==> config.mk <==
export PLATFORM = sky130hd
export DESIGN_NAME = stream_failover_switch
export DESIGN_NICKNAME = d
export VERILOG_FILES = /design/src/hw/rtl/sfs_pkg.sv /design/src/hw/rtl/stream_failover_switch.sv /design/src/hw/rtl/sfs_ctrl.sv /design/src/hw/rtl/sfs_dp.sv
export SDC_FILE = /design/constraint.sdc
export NUM_CORES = 2
export LEC_CHECK = 0
export CAP_MARGIN = 20
export CORE_UTILIZATION = 49
export CTS_CLUSTER_DIAMETER = 50
export DETAILED_ROUTE_END_ITERATION = 8
export DONT_BUFFER_PORTS = 1
export GPL_TIMING_DRIVEN = 1
export HOLD_SLACK_MARGIN = 0.12
export SLEW_MARGIN = 15
export SYNTH_ARGS = -nofsm -noshare
export SYNTH_HDL_FRONTEND = slang
export SYNTH_SLANG_ARGS = --single-unit
==> constraint.sdc <==
create_clock -name clk -period 9 [get_ports clk]
set_input_delay 0.45 -clock clk [delete_from_list [all_inputs] [get_ports clk]]
set_output_delay 0.45 -clock clk [all_outputs]
set_load 0.01 [all_outputs]
==> src/hw/rtl/sfs_pkg.sv <==
// Shared types and constants for the stream failover switch.
`default_nettype none
package sfs_pkg;
  localparam logic [2:0] ACT_CONFIG = 3'd0;
  localparam logic [2:0] ACT_RATE   = 3'd1;
  localparam logic [2:0] ACT_REMOTE = 3'd2;
  localparam logic [2:0] ACT_QUERY  = 3'd3;
  localparam logic [2:0] ACT_POLL   = 3'd4;

  localparam logic [2:0] MODE_OFF         = 3'd0;
  localparam logic [2:0] MODE_BACKUP      = 3'd2;
  localparam logic [2:0] MODE_AUTO_REPEAT = 3'd3;
  localparam logic [2:0] MODE_AUTO_ONCE   = 3'd4;
  localparam logic [2:0] MODE_REMOTE      = 3'd5;

  // controller -> datapath
  typedef struct packed {
    logic load;     // latch request, read entry
    logic exec;     // apply update / start scan
    logic scan;     // advance scan index
    logic finish;   // present result
  } sfs_cmd_t;

  // datapath -> controller
  typedef struct packed {
    logic scan_last;
  } sfs_sts_t;
endpackage
`default_nettype wire

==> src/hw/rtl/stream_failover_switch.sv <==
// Top level of the stream failover switch.
//
// channel | ports                       | handshake
// input   | in_*                        | start & !busy
// result  | out_*                       | out_strobe, one cycle
// config  | cfg_we, cfg_data            | cfg_we
//
// Each request runs the backup-use scan over the selected table:
// the scan reads one table entry a cycle.
// Synchronous active-low reset clears tables, flag and max_tolerance (to 1).
// The receiver cannot stall; busy holds off new requests during work.
`default_nettype none
module stream_failover_switch #(
  parameter int IN_CHANNELS  = 16,
  parameter int OUT_CHANNELS = 16
) (
  input  wire logic        clk,
  input  wire logic        rst_n,
  input  wire logic        start,
  output logic             busy,
  input  wire logic [2:0]  in_action,
  input  wire logic        in_is_input,
  input  wire logic [7:0]  in_channel,
  input  wire logic [31:0] in_bitrate,
  input  wire logic [31:0] in_low_limit,
  input  wire logic [31:0] in_high_limit,
  input  wire logic [2:0]  in_mode,
  input  wire logic [7:0]  in_backup_channel,
  input  wire logic        in_select_main,
  output logic             out_strobe,
  output logic             out_index_ok,
  output logic [7:0]       out_served_channel,
  output logic             out_on_backup,
  output logic             out_used_as_backup,
  output logic             out_changed,
  input  wire logic        cfg_we,
  input  wire logic [7:0]  cfg_data
);
  import sfs_pkg::*;

  sfs_cmd_t cmd;
  sfs_sts_t sts;
  logic [7:0] max_tol_r;

  always_ff @(posedge clk) begin
    if (!rst_n) max_tol_r <= 8'd1;
    else if (cfg_we) max_tol_r <= cfg_data;
  end

  sfs_ctrl u_ctrl (
    .clk(clk), .rst_n(rst_n), .start(start), .busy(busy), .sts(sts), .cmd(cmd)
  );

  sfs_dp #(.IN_CHANNELS(IN_CHANNELS), .OUT_CHANNELS(OUT_CHANNELS)) u_dp (
    .clk(clk), .rst_n(rst_n), .cmd(cmd), .sts(sts), .max_tol(max_tol_r),
    .in_action(in_action), .in_is_input(in_is_input), .in_channel(in_channel),
    .in_bitrate(in_bitrate), .in_low_limit(in_low_limit),
    .in_high_limit(in_high_limit), .in_mode(in_mode),
    .in_backup_channel(in_backup_channel), .in_select_main(in_select_main),
    .res_valid(out_strobe), .res_index_ok(out_index_ok),
    .res_served(out_served_channel), .res_on_backup(out_on_backup),
    .res_used(out_used_as_backup), .res_changed(out_changed)
  );

  a_accept_busy: assert property (@(posedge clk) disable iff (!rst_n)
    (start && !busy) |=> busy) else $error("accepted request did not raise busy");
  a_strobe_single: assert property (@(posedge clk) disable iff (!rst_n)
    out_strobe |=> !out_strobe) else $error("result strobe held two cycles");
  a_strobe_idle: assert property (@(posedge clk) disable iff (!rst_n)
    out_strobe |-> !busy) else $error("result while still busy");
  a_fields_quiet: assert property (@(posedge clk) disable iff (!rst_n)
    (out_strobe && out_changed) |-> (!out_on_backup && !out_used_as_backup))
    else $error("poll result carries query fields");
endmodule
`default_nettype wire

==> src/hw/rtl/sfs_ctrl.sv <==
// Sequencer for the stream failover switch.
`default_nettype none
module sfs_ctrl (
  input  wire logic            clk,
  input  wire logic            rst_n,
  input  wire logic            start,
  output logic                 busy,
  input  sfs_pkg::sfs_sts_t    sts,
  output sfs_pkg::sfs_cmd_t    cmd
);
  import sfs_pkg::*;

  typedef enum logic [4:0] {
    ST_IDLE = 5'b00001,
    ST_READ = 5'b00010,
    ST_EXEC = 5'b00100,
    ST_SCAN = 5'b01000,
    ST_DONE = 5'b10000
  } state_t;

  state_t state_r, state_nxt;

  always_comb begin
    state_nxt = state_r;
    cmd = '0;
    busy = 1'b1;
    case (state_r)
      ST_IDLE: begin
        busy = 1'b0;
        if (start) begin
          cmd.load = 1'b1;
          state_nxt = ST_READ;
        end
      end
      ST_READ: begin
        cmd.exec = 1'b1;
        state_nxt = ST_SCAN;
      end
      ST_SCAN: begin
        cmd.scan = 1'b1;
        if (sts.scan_last) state_nxt = ST_DONE;
      end
      ST_DONE: begin
        cmd.finish = 1'b1;
        state_nxt = ST_IDLE;
      end
      default: state_nxt = ST_IDLE;
    endcase
  end

  always_ff @(posedge clk) begin
    if (!rst_n) state_r <= ST_IDLE;
    else state_r <= state_nxt;
  end
endmodule
`default_nettype wire

==> src/hw/rtl/sfs_dp.sv <==
// Channel tables, update logic and backup-use scan.
`default_nettype none
module sfs_dp #(
  parameter int IN_CHANNELS  = 16,
  parameter int OUT_CHANNELS = 16
) (
  input  wire logic          clk,
  input  wire logic          rst_n,
  input  sfs_pkg::sfs_cmd_t  cmd,
  output sfs_pkg::sfs_sts_t  sts,
  input  wire logic [7:0]    max_tol,
  input  wire logic [2:0]    in_action,
  input  wire logic          in_is_input,
  input  wire logic [7:0]    in_channel,
  input  wire logic [31:0]   in_bitrate,
  input  wire logic [31:0]   in_low_limit,
  input  wire logic [31:0]   in_high_limit,
  input  wire logic [2:0]    in_mode,
  input  wire logic [7:0]    in_backup_channel,
  input  wire logic          in_select_main,
  output logic               res_valid,
  output logic               res_index_ok,
  output logic [7:0]         res_served,
  output logic               res_on_backup,
  output logic               res_used,
  output logic               res_changed
);
  import sfs_pkg::*;

  localparam int NMAX = (IN_CHANNELS > OUT_CHANNELS) ? IN_CHANNELS : OUT_CHANNELS;
  localparam int IW = (NMAX > 1) ? $clog2(NMAX) : 1;
  localparam int IIW = (IN_CHANNELS > 1) ? $clog2(IN_CHANNELS) : 1;
  localparam int OIW = (OUT_CHANNELS > 1) ? $clog2(OUT_CHANNELS) : 1;

  logic [31:0] in_lo_r [IN_CHANNELS];
  logic [31:0] in_hi_r [IN_CHANNELS];
  logic [2:0]  in_mode_r [IN_CHANNELS];
  logic [7:0]  in_bk_r [IN_CHANNELS];
  logic [7:0]  in_cnt_r [IN_CHANNELS];
  logic        in_st_r [IN_CHANNELS];
  logic [2:0]  out_mode_r [OUT_CHANNELS];
  logic [7:0]  out_bk_r [OUT_CHANNELS];
  logic        out_st_r [OUT_CHANNELS];
  logic        chg_r;

  // latched request
  logic [2:0]  act_r;
  logic        use_in_r, ok_r, sel_r;
  logic [7:0]  ch_r, bk_r;
  logic [31:0] rate_r, lo_r, hi_r;
  logic [2:0]  mode_r;
  // entry read
  logic [31:0] e_lo_r, e_hi_r;
  logic [2:0]  e_mode_r;
  logic [7:0]  e_bk_r, e_cnt_r;
  logic        e_st_r;
  logic [IW-1:0] idx_r;
  logic        used_r;

  logic use_in, ok;
  always_comb begin
    use_in = in_is_input;
    if (in_action == ACT_RATE) use_in = 1'b1;
    else if (in_action == ACT_REMOTE) use_in = 1'b0;
    ok = use_in ? ({1'b0, in_channel} < 9'(IN_CHANNELS))
                : ({1'b0, in_channel} < 9'(OUT_CHANNELS));
  end

  always_ff @(posedge clk) begin
    if (cmd.load) begin
      act_r <= in_action; use_in_r <= use_in; ok_r <= ok; ch_r <= in_channel;
      rate_r <= in_bitrate; lo_r <= in_low_limit; hi_r <= in_high_limit;
      mode_r <= (in_mode > MODE_REMOTE) ? MODE_OFF : in_mode;
      bk_r <= in_backup_channel; sel_r <= in_select_main;
      e_lo_r <= in_lo_r[in_channel[IIW-1:0]];
      e_hi_r <= in_hi_r[in_channel[IIW-1:0]];
      e_cnt_r <= in_cnt_r[in_channel[IIW-1:0]];
      if (use_in) begin
        e_mode_r <= in_mode_r[in_channel[IIW-1:0]];
        e_bk_r <= in_bk_r[in_channel[IIW-1:0]];
        e_st_r <= in_st_r[in_channel[IIW-1:0]];
      end else begin
        e_mode_r <= out_mode_r[in_channel[OIW-1:0]];
        e_bk_r <= out_bk_r[in_channel[OIW-1:0]];
        e_st_r <= out_st_r[in_channel[OIW-1:0]];
      end
    end
  end

  // bitrate update
  logic        fault;
  logic [7:0]  cnt_nxt;
  logic        st_nxt, rchg;
  always_comb begin
    fault = (rate_r < e_lo_r) || (rate_r > e_hi_r);
    cnt_nxt = e_cnt_r;
    if (fault) begin
      if (e_cnt_r < max_tol) cnt_nxt = e_cnt_r + 8'd1;
    end else if (e_cnt_r != 8'd0) begin
      cnt_nxt = e_cnt_r - 8'd1;
    end
    st_nxt = e_st_r;
    rchg = 1'b0;
    if ((e_mode_r == MODE_AUTO_REPEAT || e_mode_r == MODE_AUTO_ONCE) && !st_nxt
        && cnt_nxt == max_tol) begin
      st_nxt = 1'b1; rchg = 1'b1;
    end
    if (e_mode_r == MODE_AUTO_REPEAT && st_nxt && cnt_nxt == 8'd0) begin
      st_nxt = 1'b0; rchg = 1'b1;
    end
  end

  logic scan_last_w;
  assign scan_last_w = use_in_r ? (32'(idx_r) == 32'(IN_CHANNELS - 1))
                                : (32'(idx_r) == 32'(OUT_CHANNELS - 1));
  assign sts.scan_last = scan_last_w;

  always_ff @(posedge clk) begin
    if (!rst_n) begin
      for (int i = 0; i < IN_CHANNELS; i++) begin
        in_lo_r[i] <= '0; in_hi_r[i] <= '0; in_mode_r[i] <= MODE_OFF;
        in_bk_r[i] <= '0; in_cnt_r[i] <= '0; in_st_r[i] <= 1'b0;
      end
      for (int i = 0; i < OUT_CHANNELS; i++) begin
        out_mode_r[i] <= MODE_OFF; out_bk_r[i] <= '0; out_st_r[i] <= 1'b0;
      end
      chg_r <= 1'b0;
    end else begin
      if (cmd.exec && ok_r) begin
        case (act_r)
          ACT_CONFIG: begin
            if (use_in_r) begin
              in_lo_r[ch_r[IIW-1:0]] <= lo_r; in_hi_r[ch_r[IIW-1:0]] <= hi_r;
              in_mode_r[ch_r[IIW-1:0]] <= mode_r; in_bk_r[ch_r[IIW-1:0]] <= bk_r;
              in_st_r[ch_r[IIW-1:0]] <= (mode_r == MODE_BACKUP);
              in_cnt_r[ch_r[IIW-1:0]] <= '0;
            end else begin
              out_mode_r[ch_r[OIW-1:0]] <= mode_r; out_bk_r[ch_r[OIW-1:0]] <= bk_r;
              out_st_r[ch_r[OIW-1:0]] <= (mode_r == MODE_BACKUP);
            end
          end
          ACT_RATE: begin
            in_cnt_r[ch_r[IIW-1:0]] <= cnt_nxt;
            in_st_r[ch_r[IIW-1:0]] <= st_nxt;
            if (rchg) chg_r <= 1'b1;
          end
          ACT_REMOTE: begin
            if (e_mode_r == MODE_REMOTE) begin
              out_st_r[ch_r[OIW-1:0]] <= !sel_r;
              if ((!sel_r) != e_st_r) chg_r <= 1'b1;
            end
          end
          default: ;
        endcase
      end
      if (cmd.finish && act_r == ACT_POLL) chg_r <= 1'b0;
    end
  end

  // backup-use scan, one entry a cycle
  logic        hit;
  logic [2:0]  s_mode;
  logic [7:0]  s_bk;
  always_comb begin
    if (use_in_r) begin
      s_mode = in_mode_r[idx_r[IIW-1:0]]; s_bk = in_bk_r[idx_r[IIW-1:0]];
    end else begin
      s_mode = out_mode_r[idx_r[OIW-1:0]]; s_bk = out_bk_r[idx_r[OIW-1:0]];
    end
    hit = (8'(idx_r) != ch_r) && (s_mode != MODE_OFF) && (s_bk == ch_r);
  end

  always_ff @(posedge clk) begin
    if (cmd.exec) begin
      idx_r <= '0; used_r <= 1'b0;
    end else if (cmd.scan) begin
      if (hit) used_r <= 1'b1;
      if (!scan_last_w) idx_r <= idx_r + IW'(1);
    end
  end

  logic bk_ok;
  assign bk_ok = use_in_r ? ({1'b0, e_bk_r} < 9'(IN_CHANNELS))
                          : ({1'b0, e_bk_r} < 9'(OUT_CHANNELS));

  always_ff @(posedge clk) begin
    if (!rst_n) res_valid <= 1'b0;
    else res_valid <= cmd.finish;
    if (cmd.finish) begin
      res_index_ok <= ok_r;
      res_served <= '0; res_on_backup <= 1'b0; res_used <= 1'b0; res_changed <= 1'b0;
      if (act_r == ACT_QUERY) begin
        res_served <= (ok_r && e_st_r && bk_ok) ? e_bk_r : ch_r;
        res_on_backup <= ok_r && e_st_r;
        res_used <= ok_r && used_r;
      end
      if (act_r == ACT_POLL) res_changed <= chg_r;
    end
  end
endmodule
`default_nettype wire
* After elaboration in Yosys (flattened, before gate mapping)
Memory sizes are Yosys's and may differ from the RTL's. A register that Yosys moved wholly into a read port is not among the register bits.
Cells that the tools add are included.
** Storage, ports and cells
- Bits in registers :: 165
- RAM bits :: 1536
- Input bits :: 132
- Output and inout bits :: 14
- Memories :: 9
** Cells by class
- Add/sub/neg operators :: 3
- $lt $le $gt $ge :: 6
- Equality and inequality tests :: 24
- Mux-type cells :: 86
- Bitwise logic cells :: 5
- Reduce and logical (&&, ||, !) cells :: 34
** Memory list
- u_dp.in_hi_r :: words 16, bits a word 32, rd ports 1, clocked after memory_dff 1, wr ports 16, line sfs_dp.sv:36 : logic [31:0] in_hi_r [IN_CHANNELS];
- u_dp.in_lo_r :: words 16, bits a word 32, rd ports 1, clocked after memory_dff 1, wr ports 16, line sfs_dp.sv:35 : logic [31:0] in_lo_r [IN_CHANNELS];
- u_dp.in_bk_r :: words 16, bits a word 8, rd ports 2, clocked after memory_dff 1, wr ports 16, line sfs_dp.sv:38 : logic [7:0] in_bk_r [IN_CHANNELS];
- u_dp.in_cnt_r :: words 16, bits a word 8, rd ports 1, clocked after memory_dff 1, wr ports 16, line sfs_dp.sv:39 : logic [7:0] in_cnt_r [IN_CHANNELS];
- u_dp.out_bk_r :: words 16, bits a word 8, rd ports 2, clocked after memory_dff 1, wr ports 16, line sfs_dp.sv:42 : logic [7:0] out_bk_r [OUT_CHANNELS];
- u_dp.in_mode_r :: words 16, bits a word 3, rd ports 2, clocked after memory_dff 1, wr ports 16, line sfs_dp.sv:37 : logic [2:0] in_mode_r [IN_CHANNELS];
- +3 memories
** Operator list (number)
- two-way mux 8 bit :: 10
- two-way mux 4 bit :: 17
- two-way mux 32 bit :: 2
- OR reduction 32 bit :: 2
- two-way mux 1 bit :: 49
- > comparator 32 bit :: 1
- < comparator 32 bit :: 1
- OR reduction 8 bit :: 3
- == test 8 bit :: 2
- < comparator 8 x 5 -> 1 bit (second input constant) :: 2
- == test 3 x 2 -> 1 bit (second input constant) :: 5
- one-hot mux 5 bit (3 select lines) :: 1
- two-way mux 3 bit :: 4
- logical AND 1 bit :: 11
- two-way mux 5 bit :: 2
- == test 3 bit (second input constant) :: 3
- adder 8 x 1 -> 8 bit (second input constant) :: 1
- logical NOT 8 bit :: 1
- < comparator 8 bit :: 1
- != test 4 x 8 -> 1 bit :: 1
- nonzero test 8 bit :: 1
- subtractor 8 x 1 -> 8 bit (second input constant) :: 1
- == test 3 x 1 -> 1 bit (second input constant) :: 2
- != test 2 x 1 -> 1 bit (second input constant) :: 3
- other kinds (22) :: 32

* Depth between registers and ports, before layout
- Depth after elaboration :: 11
- Depth in mapped cells :: 15
- Gate-level depth less buffers :: 12

* Cells and area by module
A second synthesis with hierarchy kept.
** Second synthesis, totals
- Cells, all modules :: 5023
- Area total of the unflattened synthesis :: 81140.3 sq um
** By module, submodules not included
- sfs_dp :: times used 1, cells an instance 4974, area an instance 80638.6 sq um, sequential area each 52540.4 sq um
- stream_failover_switch :: times used 1, cells an instance 25, area an instance 299.0 sq um, sequential area each 160.2 sq um
- sfs_ctrl :: times used 1, cells an instance 24, area an instance 202.7 sq um, sequential area each 80.1 sq um

* Least setup slack after synthesis
OpenSTA, ideal clock, no wires.
- Path type :: register -> register
- Start point :: register u_ctrl.state_r[4]
- End point :: memory u_dp.in_bk_r[7][0], enable pin
- Setup time :: 0.612 ns
- Arrival time :: 6.945 ns
- Required time :: 8.388 ns
- Path slack :: 1.443 ns
- Stages on the path, launching flop included :: 8
- Buffers on the path :: 1
- Period minus slack after synthesis :: 7.557 ns
- Path through :: dfxtp_1 nor4b_4 and3b_1 nand2_1 nor3_1 nand2_1 clkbuf_1 o21ai_0
** RTL lines
- from (decl) :: line sfs_ctrl.sv:21 : state_t state_r, state_nxt;
- from (signal assigned) :: line sfs_ctrl.sv:53 : else state_r <= state_nxt;
- to (decl) :: line sfs_dp.sv:38

==> summary.md <==
| Metric | Value |
|---|---|
| Port Buffers | `0` |
| Total CTS buffers | `a little under 200` |
| Max Root-Sink Buffers | `3` |
| ANT nets after route | `0` |
| Met2 Use GR | `45.25%` |
| Worst skew pair latency | `roughly 0.84 ns` |
| Post-CTS Setup Repair Bufs | `0` |
| Slowest-stage cell, CP | `and2_4` |
| Simple-gate share of the synthesized area | `13.05%` |
| WS Path Type | `register to register` |
| Fmax | `188.5 MHz` |
| Pwr dens | `roughly 210 nW/um2` |
| RD Place Congestion | `0.8317` |
| Main combinational cell family by area after synthesis | `multiplexers` |
| Syn nets | `~5400` |
| Clock skew | `around 0.053 ns` |
| Met1 usage | `slightly below 40%` |
| Pre-CTS setup slack | `approximately 3.9 ns` |
| Gates resized, CTS repair | `0` |
| XOR/XNOR Fraction of Synth Area | `0.2988%` |
| Clock Pin Slew Worst Setup and Hold Paths | `around 0.060 ns` |
| Final hold vios | `0` |
| Worst R2R End | `u_dp.in_lo_r[14][3]$_SDFFCE_PN0P_` |
| Die height | `a little over 400 um` |
| Multiplexer share of the synthesized area | `15.94%` |
| Crit path buffers/inverters | `2` |
| Leakage Power | `around 36 nW` |
| Prevailing post-synth register cell | `edfxtp_1` |
| Busiest layer in global routing | `met2` |
| Most frequent cell after synthesis | `edfxtp_1` |
| Largest net degree at the start of global routing | `roughly 390` |
| Max transition margin | `-54.55%` |
| Register area share after synthesis | `between 60% and 70%` |
| Initial Util | `about half` |
| Peak VDD IR | `between 0.2 and 0.25 mV` |
| #FFs+latches synth | `1776` |
| Critical Path, Cell by Cell | `nor4b_4 > and3b_1 > nand2_1 > nor3_1 > and2_4 > buf_4 > buf_4 > and3_1` |
| Post-synth top cells | `edfxtp_1 (1721), and3_1 (1216), mux4_2 (562), clkbuf_1 (522), nor2_1 (191)` |
| HP Class | `input pin to register` |
| Crit path max-delay family | `simple AND/OR/NAND/NOR gates` |
| Final setup viols | `0` |
| Critical Path Most Common Cell | `buf_4` |
| Min Clock Period, post-route | `5.306 ns` |
| Detailed placement HPWL | `~120000 um` |
| Crit path arrival time | `about 6.0 ns` |
| Setup crit end | `u_dp.in_lo_r[14][3]$_SDFFCE_PN0P_` |
| Fin worst setup slack | `about 3.7 ns` |
| RSZ-0062 raised after global routing | `false` |
| Post-synthesis compound-gate area fraction | `~2.1%` |
| Yosys warning total | `0` |
| Setup TNS | `0 ns` |
| Synth area leader | `edfxtp_1` |
| CP startpoint | `u_ctrl.state_r[4]$_SDFFE_PN0P_` |
| GRT Total Usage | `between 20% and 30%` |
| CP max FO | `approximately 130` |
| # clock sinks | `roughly 1800` |
| Final period utilization | `roughly three fifths` |
| Vias per inst | `roughly 6.5` |
| CTS H-tree lvls | `4` |
| Worst Path Required | `9.68 ns` |
| Reg2reg path depth | `8` |
| Die Area | `about 170000 um2` |
| Max_cap viols | `0` |
| DRT Pass-1 Iters | `5` |
| Initial antenna violation count | `36` |
| Slew of the pin with the lowest slew margin | `2.318 ns` |
| Final nets | `between 5000 and 6000` |
| Number of synthesized flops with an enable pin | `around 1700` |
| Max-slew violations | `about 230` |
| DR iter-0 viols | `~6500` |
| Final WL | `between 200000 and 250000 um` |
| CTS tree | `done` |
| Die Width | `~410 um` |
| Setup slack, reg-to-reg | `3.69 ns` |
| Failing checks | `slew limit` |
| Met3 GRT Util | `7.003%` |
| Overflow after GRT | `0` |
| Share of cells above drive strength 1 | `approximately a fifth` |
| I/O pin cnt | `approximately 150` |
| Crit-path max cell delay | `slightly above 0.9 ns` |
| Synth top area cells | `edfxtp_1 (63%), mux4_2 (15%), and3_1 (9.3%)` |
| Reg2reg start | `u_ctrl.state_r[4]$_SDFFE_PN0P_` |
| Hold Startpoint | `in_is_input` |
| Synth-to-layout area growth | `11.87%` |
| Post-Syn Area | `about 80000 um2` |
| Core box area | `approximately 170000 um2` |
| WP depth | `8` |
| Startpoint Class | `register` |
| First-pass GRT wire length | `about 340000 um` |
| Rows | `approximately 150` |
| Cells after synthesis | `about 5200` |
| Outcome | `finished, violations left` |
| Unique cell type count in the Yosys netlist | `just under 80` |
| Asr flop ratio synth | `0%` |
| Avg WL per Cell | `roughly 32 um` |
| CTS Root Cell | `clkbuf_16` |
| Syn_area_per_cell | `15.72 um2` |
| Vias in the first global route | `48170` |
| # DRC | `0` |
| Vias | `48510` |
| Setup crit end kind | `register` |
| Area share of the largest cell type after synthesis | `a little over three fifths` |
| Adder-cell area share of the yosys netlist | `approximately 1.1%` |
metrics by stage:
stage	power (mW)	area [um2]	cells	util, %	hold slack (ns)
final	19.13	91810	7471	55.46	0.1894
after global routing	19.61	91790	7463	55.45	0.1707
after CTS	19.16	91660	7449	55.37	0.1549
after detailed placement	11.18	83800	6943	50.62	0.4444
after global placement	11.16	83780	6941	50.61	0.4534
after floorplan	10.73	82070	5222	-	0.4210
routing by layer:
metal  wire length [um]  vias to the layer above
met1              95380                    25170
met5                145                        -
met3              24640                      392
li1                   -                    20390
met2             115000                     2534
met4               6862                       22
sequential cells by signal (all words and copies together) (netlist names), 32 cells and up, named ones only:
| signal | flops |
|---|---|
| u_dp.hi_r | 32 |
| u_dp.in_cnt_r | 128 |
| u_dp.lo_r | 32 |
| u_dp.e_hi_r | 32 |
| u_dp.rate_r | 32 |
| u_dp.out_bk_r | 128 |
| u_dp.e_lo_r | 32 |
| u_dp.in_bk_r | 128 |
| u_dp.in_mode_r | 48 |
| u_dp.out_mode_r | 48 |
| u_dp.in_hi_r | 512 |
| u_dp.in_lo_r | 512 |
layout by cell type, fill, tap and decap left out, types with 9 or more instances in the layout:
cell type	count
mux2_2	13
clkbuf_16	197
and2_1	179
nor3_1	28
nor4_1	24
diode_2	12
edfxtp_1	1721
inv_1	101
xor2_1	10
o31ai_1	17
bufinv_16	16
a211oi_1	10
clkinv_8	9
nand2_1	56
o2bb2a_1	15
mux4_2	562
nor3_2	9
xnor2_1	18
o21ai_2	11
clkinv_1	49
nand3_1	36
o211ai_1	20
ha_1	74
clkinv_2	26
buf_4	114
nand2b_1	11
nand4_1	18
dfxtp_1	53
o21ai_4	16
and3_1	1216
nor2_4	9
clkbuf_1	39
a21oi_1	57
mux2i_1	28
nor2_1	181
dlygate4sd3_1	138
nor2b_1	14
o21ai_1	36
o21ai_0	24
worst min path at each step:
stage / endpoint / depth (start not counted)
2_1_floorplan: u_dp.used_r$_SDFFE_PN0P_ / 2
3_3_place_gp: u_dp.used_r$_SDFFE_PN0P_ / 2
3_5_place_dp: u_dp.used_r$_SDFFE_PN0P_ / 2
4_1_cts: u_dp.use_in_r$_DFFE_PP_ / 3
5_1_grt: u_dp.e_cnt_r[5]$_DFFE_PP_ / 2
6_report: u_dp.use_in_r$_DFFE_PP_ / 3
layout make-up:
class / count / area, um2
Tap cell: 2189 / 2739
Clock buffer: 237 / 5090
Clock inverter: 128 / 1299
Sequential cell: 1776 / 52790
Fill cell: 12810 / 73740
Inverter: 101 / 379.1
Multi-Input combinational cell: 2766 / 27010
Antenna cell: 12 / 30.03
Timing Repair Buffer: 262 / 2475
cell families (layout without fill, tap and decap cells):
logic type      count (synthesis)  count (layout)
simple gates                 1811            1811
flops                        1776            1776
buf+inv                       680             728
mux                           603             603
compound gates                250             250
fa+ha+maj                      74              74
xor+xnor                       28              28
other cells                     0              12
power breakdown:
group / internal, mW / total [mW] / switching, mW
Sequential: 9.41 / 9.68 / 0.275
Combinational: 0.597 / 1.48 / 0.886
Clock: 4.53 / 7.96 / 3.43
Total: 14.5 / 19.1 / 4.59
worst reg2reg max path: cells and delay by family, from the launching register on:
| family | cells | cell delay, ns |
|---|---|---|
| simple gates | 6 | 2.91 |
| buf+inv | 2 | 1.88 |
| flops | 1 | 0.36 |
what timing repair did:
action	in CTS	in global routing
hold buffers	141	1
hold endpoints to repair	429	25
setup endpoints to repair	0	0
Power figures use the tool's default switching activity.
